## src/rtl/assert_macros.svh

```systemverilog
// assertion macros shared by the date advance rtl
// no dependencies; included by the modules that carry checks
`ifndef ASSERT_MACROS_SVH
`define ASSERT_MACROS_SVH

// consequent must hold in the same cycle as the antecedent
`define CDA_ASSERT_NOW(label, clk, rst_n, ante, cons) \
	label: assert property (@(posedge clk) disable iff (!rst_n) (ante) |-> (cons)) \
		else $error("%m: check failed");

// consequent must hold in the cycle after the antecedent
`define CDA_ASSERT_NEXT(label, clk, rst_n, ante, cons) \
	label: assert property (@(posedge clk) disable iff (!rst_n) (ante) |=> (cons)) \
		else $error("%m: check failed");

`endif

```

## src/rtl/cda_pkg.sv

```systemverilog
// types, constants and calendar functions for the date advance block
// no dependencies; used by cda_dp, cda_ctrl and calendar_date_advance
package cda_pkg;

	typedef struct packed {
		logic        op;
		logic [3:0]  month_in;
		logic [4:0]  day_in;
		logic [13:0] year_in;
		logic [15:0] add_days;
	} item_in_t;

	typedef struct packed {
		logic [3:0]  month_out;
		logic [4:0]  day_out;
		logic [13:0] year_out;
		logic [8:0]  day_of_year;
		logic [8:0]  days_left;
		logic [1:0]  status;
	} item_out_t;

	// controller to datapath
	typedef struct packed {
		logic capture;
		logic ld_leap;
		logic ld_check;
		logic adv_start;
		logic year_step;
		logic month_step;
		logic emit;
	} cmd_t;

	// datapath to controller
	typedef struct packed {
		logic op;
		logic year_more;
		logic year_over;
		logic month_more;
		logic out_free;
	} sts_t;

	localparam logic OP_LOAD    = 1'b0;
	localparam logic OP_ADVANCE = 1'b1;

	localparam logic [1:0] ST_OK       = 2'd0;
	localparam logic [1:0] ST_REJECT   = 2'd1;
	localparam logic [1:0] ST_OVERFLOW = 2'd2;

	localparam logic [13:0] BASE_YEAR = 14'd1900;
	localparam logic [3:0]  JAN       = 4'd1;
	localparam logic [3:0]  FEB       = 4'd2;
	localparam logic [3:0]  DEC       = 4'd12;

	// 25 * 7209 = 1 mod 2^14, so y is a multiple of 25 iff y * 7209 mod 2^14 <= 16383 / 25
	localparam logic [13:0] INV25       = 14'd7209;
	localparam logic [13:0] DIV25_LIMIT = 14'd655;

	function automatic logic is_leap(input logic [13:0] y);
		logic [27:0] prod;
		logic        div25;
		prod  = 28'(y) * 28'(INV25);
		div25 = (prod[13:0] <= DIV25_LIMIT);
		// div by 4, and not by 100 unless by 400
		return (y[1:0] == 2'b00) && (!div25 || (y[3:0] == 4'b0000));
	endfunction

	function automatic logic [4:0] month_len(input logic [3:0] m, input logic leap);
		logic [4:0] len;
		if (m == FEB) begin
			len = leap ? 5'd29 : 5'd28;
		end else if (m inside {4'd4, 4'd6, 4'd9, 4'd11}) begin
			len = 5'd30;
		end else begin
			len = 5'd31;
		end
		return len;
	endfunction

	function automatic logic [8:0] days_before(input logic [3:0] m, input logic leap);
		logic [8:0] base;
		case (m)
			4'd1:    base = 9'd0;
			4'd2:    base = 9'd31;
			4'd3:    base = 9'd59;
			4'd4:    base = 9'd90;
			4'd5:    base = 9'd120;
			4'd6:    base = 9'd151;
			4'd7:    base = 9'd181;
			4'd8:    base = 9'd212;
			4'd9:    base = 9'd243;
			4'd10:   base = 9'd273;
			4'd11:   base = 9'd304;
			4'd12:   base = 9'd334;
			default: base = 9'd0;
		endcase
		if (leap && (m > FEB)) begin
			base = base + 9'd1;
		end
		return base;
	endfunction

	function automatic logic [8:0] year_len(input logic leap);
		return leap ? 9'd366 : 9'd365;
	endfunction

endpackage

```

## src/rtl/cda_dp.sv

```systemverilog
// datapath: held date, input capture, year and month walk, result register
// depends on cda_pkg; driven by cda_ctrl through cda_pkg::cmd_t
module cda_dp #(
	parameter int MAX_YEAR = 9999
) (
	input  logic               clk,
	input  logic               arst_n,
	input  cda_pkg::item_in_t  item,
	input  cda_pkg::cmd_t      cmd,
	output cda_pkg::sts_t      sts,
	output cda_pkg::item_out_t result,
	output logic               result_valid,
	input  logic               result_stall
);

	cda_pkg::item_in_t  in_q;
	cda_pkg::item_out_t result_q;
	logic               result_valid_q;

	logic [3:0]  cur_month_q;
	logic [4:0]  cur_day_q;
	logic [13:0] cur_year_q;
	logic        cur_leap_q;

	logic        leap_in_q;
	logic [16:0] total_q;
	logic [13:0] year_q;
	logic        leap_q;
	logic [3:0]  month_q;
	logic [1:0]  status_q;

	logic [8:0]  ylen;
	logic [4:0]  mlen;
	logic [14:0] year_next;
	logic        leap_next;
	logic        year_more;
	logic        year_over;
	logic        month_more;
	logic        load_ok;
	logic [16:0] start_total;
	logic [8:0]  doy;
	logic [8:0]  left;

	assign ylen       = cda_pkg::year_len(leap_q);
	assign mlen       = cda_pkg::month_len(month_q, leap_q);
	assign year_next  = {1'b0, year_q} + 15'd1;
	assign leap_next  = cda_pkg::is_leap(year_next[13:0]);
	assign year_more  = total_q > {8'd0, ylen};
	assign year_over  = year_next > 15'(MAX_YEAR);
	assign month_more = (month_q < cda_pkg::DEC) && (total_q > {12'd0, mlen});

	assign load_ok = (in_q.year_in >= cda_pkg::BASE_YEAR) &&
		(in_q.year_in <= 14'(MAX_YEAR)) &&
		(in_q.month_in >= cda_pkg::JAN) && (in_q.month_in <= cda_pkg::DEC) &&
		(in_q.day_in >= 5'd1) &&
		(in_q.day_in <= cda_pkg::month_len(in_q.month_in, leap_in_q));

	assign start_total = 17'(cda_pkg::days_before(cur_month_q, cur_leap_q)) +
		17'(cur_day_q) + 17'(in_q.add_days);

	assign doy  = cda_pkg::days_before(cur_month_q, cur_leap_q) + 9'(cur_day_q);
	assign left = cda_pkg::year_len(cur_leap_q) - doy;

	assign sts.op         = item.op;
	assign sts.year_more  = year_more;
	assign sts.year_over  = year_over;
	assign sts.month_more = month_more;
	assign sts.out_free   = !result_valid_q || !result_stall;

	assign result       = result_q;
	assign result_valid = result_valid_q;

	// held date and result valid
	always_ff @(posedge clk or negedge arst_n) begin
		if (!arst_n) begin
			cur_month_q    <= cda_pkg::JAN;
			cur_day_q      <= 5'd1;
			cur_year_q     <= cda_pkg::BASE_YEAR;
			cur_leap_q     <= 1'b0;
			result_valid_q <= 1'b0;
		end else begin
			if (cmd.ld_check && load_ok) begin
				cur_month_q <= in_q.month_in;
				cur_day_q   <= in_q.day_in;
				cur_year_q  <= in_q.year_in;
				cur_leap_q  <= leap_in_q;
			end
			if (cmd.month_step && !month_more) begin
				// leftover count is the new day of month
				cur_month_q <= month_q;
				cur_day_q   <= total_q[4:0];
				cur_year_q  <= year_q;
				cur_leap_q  <= leap_q;
			end
			if (cmd.emit) begin
				result_valid_q <= 1'b1;
			end else if (!result_stall) begin
				result_valid_q <= 1'b0;
			end
		end
	end

	always_ff @(posedge clk) begin
		if (cmd.capture) begin
			in_q <= item;
		end
		if (cmd.ld_leap) begin
			leap_in_q <= cda_pkg::is_leap(in_q.year_in);
		end
		if (cmd.ld_check) begin
			status_q <= load_ok ? cda_pkg::ST_OK : cda_pkg::ST_REJECT;
		end
		if (cmd.adv_start) begin
			total_q <= start_total;
			year_q  <= cur_year_q;
			leap_q  <= cur_leap_q;
			month_q <= cda_pkg::JAN;
		end
		if (cmd.year_step && year_more) begin
			total_q <= total_q - {8'd0, ylen};
			year_q  <= year_next[13:0];
			leap_q  <= leap_next;
			if (year_over) begin
				status_q <= cda_pkg::ST_OVERFLOW;
			end
		end
		if (cmd.month_step) begin
			if (month_more) begin
				total_q <= total_q - {12'd0, mlen};
				month_q <= month_q + 4'd1;
			end else begin
				status_q <= cda_pkg::ST_OK;
			end
		end
		if (cmd.emit) begin
			result_q.month_out   <= cur_month_q;
			result_q.day_out     <= cur_day_q;
			result_q.year_out    <= cur_year_q;
			result_q.day_of_year <= doy;
			result_q.days_left   <= left;
			result_q.status      <= status_q;
		end
	end

endmodule

```

## src/rtl/cda_ctrl.sv

```systemverilog
// controller state machine for the date advance block
// depends on cda_pkg and assert_macros.svh; commands cda_dp
`include "assert_macros.svh"

module cda_ctrl (
	input  logic          clk,
	input  logic          arst_n,
	input  logic          item_valid,
	output logic          item_stall,
	output cda_pkg::cmd_t cmd,
	input  cda_pkg::sts_t sts
);

	localparam logic [2:0] S_IDLE      = 3'd0;
	localparam logic [2:0] S_LD_LEAP   = 3'd1;
	localparam logic [2:0] S_LD_CHECK  = 3'd2;
	localparam logic [2:0] S_ADV_START = 3'd3;
	localparam logic [2:0] S_YEAR      = 3'd4;
	localparam logic [2:0] S_MONTH     = 3'd5;
	localparam logic [2:0] S_DONE      = 3'd6;

	logic [2:0] state_q;
	logic [2:0] state_d;

	assign item_stall = (state_q != S_IDLE);

	always_comb begin
		state_d = state_q;
		cmd     = '0;
		case (state_q)
			S_IDLE: begin
				if (item_valid) begin
					cmd.capture = 1'b1;
					state_d = (sts.op == cda_pkg::OP_LOAD) ? S_LD_LEAP : S_ADV_START;
				end
			end
			S_LD_LEAP: begin
				cmd.ld_leap = 1'b1;
				state_d = S_LD_CHECK;
			end
			S_LD_CHECK: begin
				cmd.ld_check = 1'b1;
				state_d = S_DONE;
			end
			S_ADV_START: begin
				cmd.adv_start = 1'b1;
				state_d = S_YEAR;
			end
			S_YEAR: begin
				cmd.year_step = 1'b1;
				if (!sts.year_more) begin
					state_d = S_MONTH;
				end else if (sts.year_over) begin
					state_d = S_DONE;
				end
			end
			S_MONTH: begin
				cmd.month_step = 1'b1;
				if (!sts.month_more) begin
					state_d = S_DONE;
				end
			end
			S_DONE: begin
				// wait for room in the result register
				if (sts.out_free) begin
					cmd.emit = 1'b1;
					state_d = S_IDLE;
				end
			end
			default: begin
				state_d = S_IDLE;
			end
		endcase
	end

	always_ff @(posedge clk or negedge arst_n) begin
		if (!arst_n) begin
			state_q <= S_IDLE;
		end else begin
			state_q <= state_d;
		end
	end

	`CDA_ASSERT_NEXT(a_accept_starts, clk, arst_n, item_valid && !item_stall, state_q == S_LD_LEAP || state_q == S_ADV_START)
	`CDA_ASSERT_NOW(a_emit_has_room, clk, arst_n, cmd.emit, sts.out_free)
	`CDA_ASSERT_NEXT(a_overflow_ends_walk, clk, arst_n, state_q == S_YEAR && sts.year_more && sts.year_over, state_q == S_DONE)

endmodule

```

## src/rtl/calendar_date_advance.sv

```systemverilog
// Holds one Gregorian date (reset 1 January 1900) and answers every transaction with
// exactly one result: the date after the step, its day of year and the days left in
// the year. A load sets the date only when month, day and year (1900 to MAX_YEAR)
// form a valid date, else status 1. An advance adds add_days by walking whole years,
// then months, one per cycle in the datapath's subtract loop; a walk past MAX_YEAR
// leaves the date as it was with status 2. At most 11 months are walked in the final
// year. One transaction is in progress at a time; the result register lets the next
// transaction be accepted while the previous result is still waiting.
// top level; depends on cda_pkg, cda_ctrl and cda_dp
module calendar_date_advance #(
	parameter int MAX_YEAR = 9999
) (
	input  logic               clk,
	input  logic               arst_n,
	input  logic               item_valid,
	output logic               item_stall,
	input  cda_pkg::item_in_t  item,
	output logic               result_valid,
	input  logic               result_stall,
	output cda_pkg::item_out_t result
);

	cda_pkg::cmd_t cmd;
	cda_pkg::sts_t sts;

	cda_ctrl u_ctrl (
		.clk        (clk),
		.arst_n     (arst_n),
		.item_valid (item_valid),
		.item_stall (item_stall),
		.cmd        (cmd),
		.sts        (sts)
	);

	cda_dp #(
		.MAX_YEAR (MAX_YEAR)
	) u_dp (
		.clk          (clk),
		.arst_n       (arst_n),
		.item         (item),
		.cmd          (cmd),
		.sts          (sts),
		.result       (result),
		.result_valid (result_valid),
		.result_stall (result_stall)
	);

endmodule

```

## config.mk

```make
export PLATFORM = sky130hd
export DESIGN_NAME = calendar_date_advance
export DESIGN_NICKNAME = d
export VERILOG_FILES = /design/src/rtl/cda_pkg.sv /design/src/rtl/cda_dp.sv /design/src/rtl/cda_ctrl.sv /design/src/rtl/calendar_date_advance.sv
export VERILOG_INCLUDE_DIRS = /design/src /design/src/rtl
export SDC_FILE = /design/constraint.sdc
export NUM_CORES = 1
export LEC_CHECK = 0
export ABC_CLOCK_PERIOD_IN_PS = 8400
export BUFFER_PORTS_ARGS = -buffer_cell sky130_fd_sc_hd__buf_2
export CAP_MARGIN = 40
export CORE_MARGIN = 2
export CORE_UTILIZATION = 39
export DETAILED_ROUTE_END_ITERATION = 7
export REMOVE_ABC_BUFFERS = 1
export SETUP_SLACK_MARGIN = 0.15
export SLEW_MARGIN = 10
export SYNTH_ARGS = -nofsm -noshare
export SYNTH_HDL_FRONTEND = slang
export SYNTH_SLANG_ARGS = --single-unit
```

## constraint.sdc

```tcl
create_clock -name clk -period 8.4 [get_ports clk]
set_input_delay 0.42 -clock clk [delete_from_list [all_inputs] [get_ports clk]]
set_output_delay 0.42 -clock clk [all_outputs]
set_load 0.01 [all_outputs]
```

# Word level (Yosys, flattened, before mapping)
# Memory sizes are Yosys's and may differ from the RTL's.
# Cells that the tools add are included.
# W data, S select, Z words.
dict set report totals {
  mem_count 2
  wordCells 154
  reg_bits 149
  romBits 288
  output_inout_bits 45
}
# memory words width read_ports rd_clocked_by_memory_dff wr line_no
set mem_list {}
lappend mem_list {{(name not given)} 16 9 1 0 0 cda_pkg.sv:81} ;# case (m)
lappend mem_list {{(name not given)} 16 9 1 0 0 cda_pkg.sv:81}
dict set report classes {
  eq_ne 21
  n_lt_le_gt_ge 13
  mul 2
  muxes 53
  add_sub_neg 10
  n_reduce_logical 31
}
# op count
set op_table {}
lappend op_table {{$mux W17} 4}
lappend op_table {{$mux W14} 4}
lappend op_table {{$le A14 B10 Y1 const B} 2}
lappend op_table {{$mul A14 B13 Y14 const B} 2}
lappend op_table {{$pmux W3 S7} 1}
lappend op_table {{$mux W1} 20}
lappend op_table {{$mux W4} 5}
lappend op_table {{$mux W5} 4}
lappend op_table {{$add A9 B1 Y9 const B} 2}
lappend op_table {{$mux W9} 2}
lappend op_table {{$add A17 B16 Y17} 1}
lappend op_table {{$gt A17 B5 Y1} 1}
lappend op_table {{$gt A17 B9 Y1} 1}
lappend op_table {{$sub A17 B5 Y17} 1}
lappend op_table {{$sub A17 B9 Y17} 1}
lappend op_table {{$eq A4 B3 Y1 const B} 4}
lappend op_table {{$eq A4 B4 Y1 const B} 4}
lappend op_table {{$mux W2} 8}
lappend op_table {{$add A14 B1 Y15 const B} 1}
lappend op_table {{$gt A15 B14 Y1 const B} 1}
lappend op_table {{$mux W3} 5}
lappend op_table {{$ge A14 B11 Y1 const B} 1}
lappend op_table {{$le A14 B14 Y1 const B} 1}
lappend op_table {{$logic_and A1 B1 Y1} 12}
lappend op_table {{26 further kinds} 42}

# Depth between registers and ports, before layout
dict set report depth {
  depth_word 12
  depth_mapped 23
  depth_no_buf 23
}

# Cells and area by module
# A second synthesis with hierarchy kept.
dict set report hier_totals {
  cells_unflattened 1031
  hier_area_um2 10528.8
}
# module instances seq_area_each_um2 cells_per_inst area_each_um2
set modules_own_cells {}
lappend modules_own_cells {cda_dp 1 4040.1 999 10253.6}
lappend modules_own_cells {cda_ctrl 1 75.1 32 275.3}

# Worst setup path before layout
# OpenSTA, ideal clock, no wires.
dict set report synth_path {
  path_kind {reg-to-reg}
  from {register u_dp.year_q[1]}
  to {register u_dp.leap_q, data pin}
  setup_ns 0.258
  setup_slack_ns 3.616
  arrival_time_ns 4.527
  path_stages_with_launch 18
  period_less_slack_ns 4.784
  path_cell_list {edfxtp_1 -> ha_1 -> nand4_1 -> nor2_1 -> and3_1 -> nand3_1 -> xnor2_1 -> ha_1 -> ha_1 -> inv_1 -> fa_1 -> fa_1 -> inv_1 -> ha_1 -> or3_1 -> a2111oi_0 -> o32a_1 -> o21ai_1}
}
dict set report synth_via {
  elab_chain_len 7
}
# element line_no
set synth_lines {}
lappend synth_lines {{start, declared} cda_dp.sv:27} ;# logic [13:0] year_q;
lappend synth_lines {{start signal, assigned} cda_dp.sv:115} ;# year_q <= cur_year_q;
lappend synth_lines {{start signal, assigned} cda_dp.sv:121} ;# year_q <= year_next[13:0];
lappend synth_lines {{$add A14 B1 Y15 (*)} cda_dp.sv:46} ;# assign year_next = {1'b0, year_q} + 15'd1;
lappend synth_lines {{$mul A14 B13 Y14} cda_pkg.sv:61} ;# prod = 28'(y) * 28'(INV25);
lappend synth_lines {{$le A14 B10 Y1} cda_pkg.sv:62} ;# div25 = (prod[13:0] <= DIV25_LIMIT);
lappend synth_lines {{$logic_not A1 Y1} cda_pkg.sv:64} ;# return (y[1:0] == 2'b00) && (!div25 || (y[3:0] == 4'b0000));
lappend synth_lines {{$logic_or A1 B1 Y1} cda_pkg.sv:64}
lappend synth_lines {{$logic_and A1 B1 Y1 (*)} cda_pkg.sv:64}
lappend synth_lines {{$mux W1 (*)} cda_dp.sv:119} ;# if (cmd.year_step && year_more) begin
lappend synth_lines {{end signal, assigned} cda_dp.sv:116} ;# leap_q <= cur_leap_q;
lappend synth_lines {{end signal, assigned} cda_dp.sv:122} ;# leap_q <= leap_next;
lappend synth_lines {{end, declared} cda_dp.sv:28} ;# logic leap_q;
# Every way passes the cells marked *; elsewhere a longest branch is shown, timed or not.
# A chain may end at the register's enable or synchronous reset.

# Worst setup path in the final report
dict set report layout_path {
  from {register u_dp.year_q[0]}
  to {register u_dp.leap_q, data pin}
}
# The elaborated chain is that of the path after synthesis.

==> flow_metrics.py <==
metrics = {
    "synth": {
        "yosysMostFrequentCell": "ha_1",
        "synth_seq_cells": 149,
        "syn_area_um2": 10600,
        "ys_top_cells_by_area": "edfxtp_1 28%, ha_1 14%, fa_1 4.9%, dfrtp_1 4.5%, xnor2_1 4.5%",
        "postSynthAreaPerCell_um2": 10.2,
        "synth_top_area_cell": "edfxtp_1",
        "synth_edf_count": 98,
        "synth_top_area_frac": 0.278,
        "ys_seq_area_frac": 0.389,
        "yosys_warnings": 0,
        "async_flop_share": 0.188,
        "synth_common_cells": "115 x ha_1, 113 x inv_1, 98 x edfxtp_1",
        "ys.flop_type": "edfxtp_1",
        "synth_cell_types": 85,
        "syn_inst": 1041,
    },
    "clock_network": {
        "cts_resized": 0,
        "cts.sinks": 149,
        "postCtsHoldBufs": 0,
        "htreeDepth": 4,
        "cts.reportedPaths.clkPinSlew_ns": 0.07,
        "clock_latency_ns": 0.43,
        "clockRootBuffer": "clkbuf_16",
        "postCtsSetupBuffers": 0,
        "cts_tree": "yes",
        "clockBufferDepth": 2,
        "numCtsBuffers": 17,
    },
    "die": {
        "rows": 60,
        "io_pins": 89,
        "die_h_um": 169,
        "die_area_um2": 28400,
        "coreArea_um2": 26800,
        "dieWidth_um": 169,
        "start_util": 0.394,
    },
    "sta": {
        "setup_viol": 0,
        "relSlewSlack": 0.413,
        "layout_min_cycle_time_ns": 5.44,
        "max_freq_mhz": 184,
        "fin_hold_ws_ns": 0.0356,
        "slew_viol_final": 0,
        "rsz0062_at_grt": "no",
        "worstMarginPinSlew_ns": 0.876,
        "tns_ns": 0,
        "hold_violations": 0,
        "final.setup_skew_ns": 0.00966,
        "post-route-period-util": 0.647,
    },
    "worst_setup_path": {
        "ff2ff_setup_slack_ns": 2.96,
        "cpMostUsedCell": "ha_1",
        "r2r_cells": 18,
        "arrival_ns": 5.61,
        "cp_slowest_cell": "edfxtp_1",
        "required_ns": 8.58,
        "slowest_delay_ns": 0.59,
        "startpoint_type": "flip-flop",
        "path_cells": "ha_1 > nand4_1 > nor2_1 > xor2_1 > ha_1 > ha_1 > ha_1 > inv_1 > fa_1 > inv_1 > ha_1 > nor2b_1 > o21ai_0 > a21boi_0 > or3_1 > a2111oi_0 > o32a_1 > o21ai_1",
        "critPathCaptureType": "flip-flop",
        "worst_r2r_startpoint": "u_dp.year_q[0]",
        "r2r-end": "u_dp.leap_q",
        "cp_max_fo": 12,
        "path_class": "flip-flop to flip-flop",
    },
    "route": {
        "avgRoutedWirePerCell_um": 16.1,
        "vias": 7695,
        "routed_wl_um": 23600,
        "vias_per_cell": 5.23,
        "route.detailed.drc": 0,
        "drtIter0Drc": 392,
        "antenna_left": 0,
        "drtPass1Iterations": 7,
    },
    "cells_and_area": {
        "fill_cells": 2547,
        "multi_input_area_um2": 5860,
        "final_core_util": 0.444,
        "drive_gt1_frac": 0.147,
        "nNetsFinal": 1301,
        "antenna_cells": 0,
        "area_delta_synth_final_pct": 12.7,
        "register_area_um2": 4120,
    },
    "hold_path": {
        "hold_path.class": "input port to async pin",
    },
    "place": {
        "gp_congestion": 0.852,
        "hpwl_um": 17600,
        "port_buffers": 88,
    },
    "global_routing": {
        "grt_use_total": 0.169,
        "grt_max_degree": 44,
        "grt-ovfl-total": 0,
        "grt_first_pass_wirelength_um": 38200,
        "grt_pass1_vias": 7396,
        "antenna_found_initial": 0,
    },
    "run": {
        "max-cap-violations": 0,
    },
    "outcome": {
        "status": "completed",
    },
}
[worst max-delay path by stage]
stage / startpoint / endpoint / slack (ns)
floorplan: u_dp.year_q[0] / u_dp.leap_q / 3.53
global placement: u_dp.year_q[0] / u_dp.leap_q / 3.12
detailed placement: u_dp.year_q[0] / u_dp.leap_q / 3.01
CTS: u_dp.year_q[0] / u_dp.leap_q / 2.99
global route: u_dp.year_q[0] / u_dp.leap_q / 2.56
finish: u_dp.year_q[0] / u_dp.leap_q / 2.96
[per-layer routing]
layer,vias up,share of wire,track usage
met5,-,0,0
met4,0,0.0088,0.0386
met3,16,0.044,0.0318
met2,153,0.44,0.264
met1,3687,0.50,0.243
li1,3839,-,-
[metrics by stage]
step | setup slack [ns] | instance area (um2) | std cells
2_1_floorplan | 3.53 | 10400 | 1001
3_3_place_gp | 3.12 | 11300 | 1437
3_5_place_dp | 3.01 | 11300 | 1438
4_1_cts | 2.99 | 11900 | 1470
5_1_grt | 2.56 | 11900 | 1470
6_report | 2.96 | 11900 | 1470
[cell usage in the layout (no fill, tap or decap), types with 7 or more instances in the layout]
cell type	instances
ha_1	115
inv_1	113
edfxtp_1	98
nand2_1	94
buf_2	88
nor2_1	61
o21ai_0	61
xnor2_1	54
a21oi_1	33
mux2i_1	30
fa_1	26
xor2_1	23
dfxtp_1	23
nand3_1	19
dfrtp_1	19
clkbuf_16	17
a21o_1	15
nor3_1	15
a31oi_1	12
o211ai_1	10
dfstp_2	9
nand2b_1	8
and2_1	8
nor2b_1	8
or3_1	7
nor4_1	7
a41oi_1	7
buf_4	7
[cell families after synthesis]
family | share of synthesized area
XOR/XNOR | 0.0697
multiplexers | 0.0348
other | 0.000355
AO/OA/AOI/OAI | 0.136
adder cells (fa/ha/maj) | 0.186
AND/OR/NAND/NOR | 0.124
buffers and inverters | 0.0594
flip-flops | 0.389
[state kept, by name, summed over array words and instances (netlist names), 4 cells and up]
register and count:
u_dp.cur_month_q 4, u_dp.year_q 14, u_dp.cur_year_q 14, u_dp.in_q 39
u_dp.cur_day_q 5, u_dp.total_q 17, u_dp.result 43, u_dp.month_q 4
[critical path, delay by kind of cell, from the launching register on]
kind	cells	cell delay, ns
adders and majority gates	6	2.07
AOI/OAI and AO/OA	5	0.98
buffers and inverters	2	0.09
DFF	1	0.59
and+or+nand+nor	4	1.10
xor gates and xnor gates	1	0.35
[final cells by class]
cell class,count,share of cell area
clock buffer,17,0.0357
clock inverter,15,0.0116
inverter,114,0.0359
multi-input combinational,738,0.492
sequential,149,0.346
tap,341,0.0358
timing repair buffer,96,0.0437
Power is not shown: default switching activity piles up to over one toggle a cycle in this logic, so the estimate is an artifact.
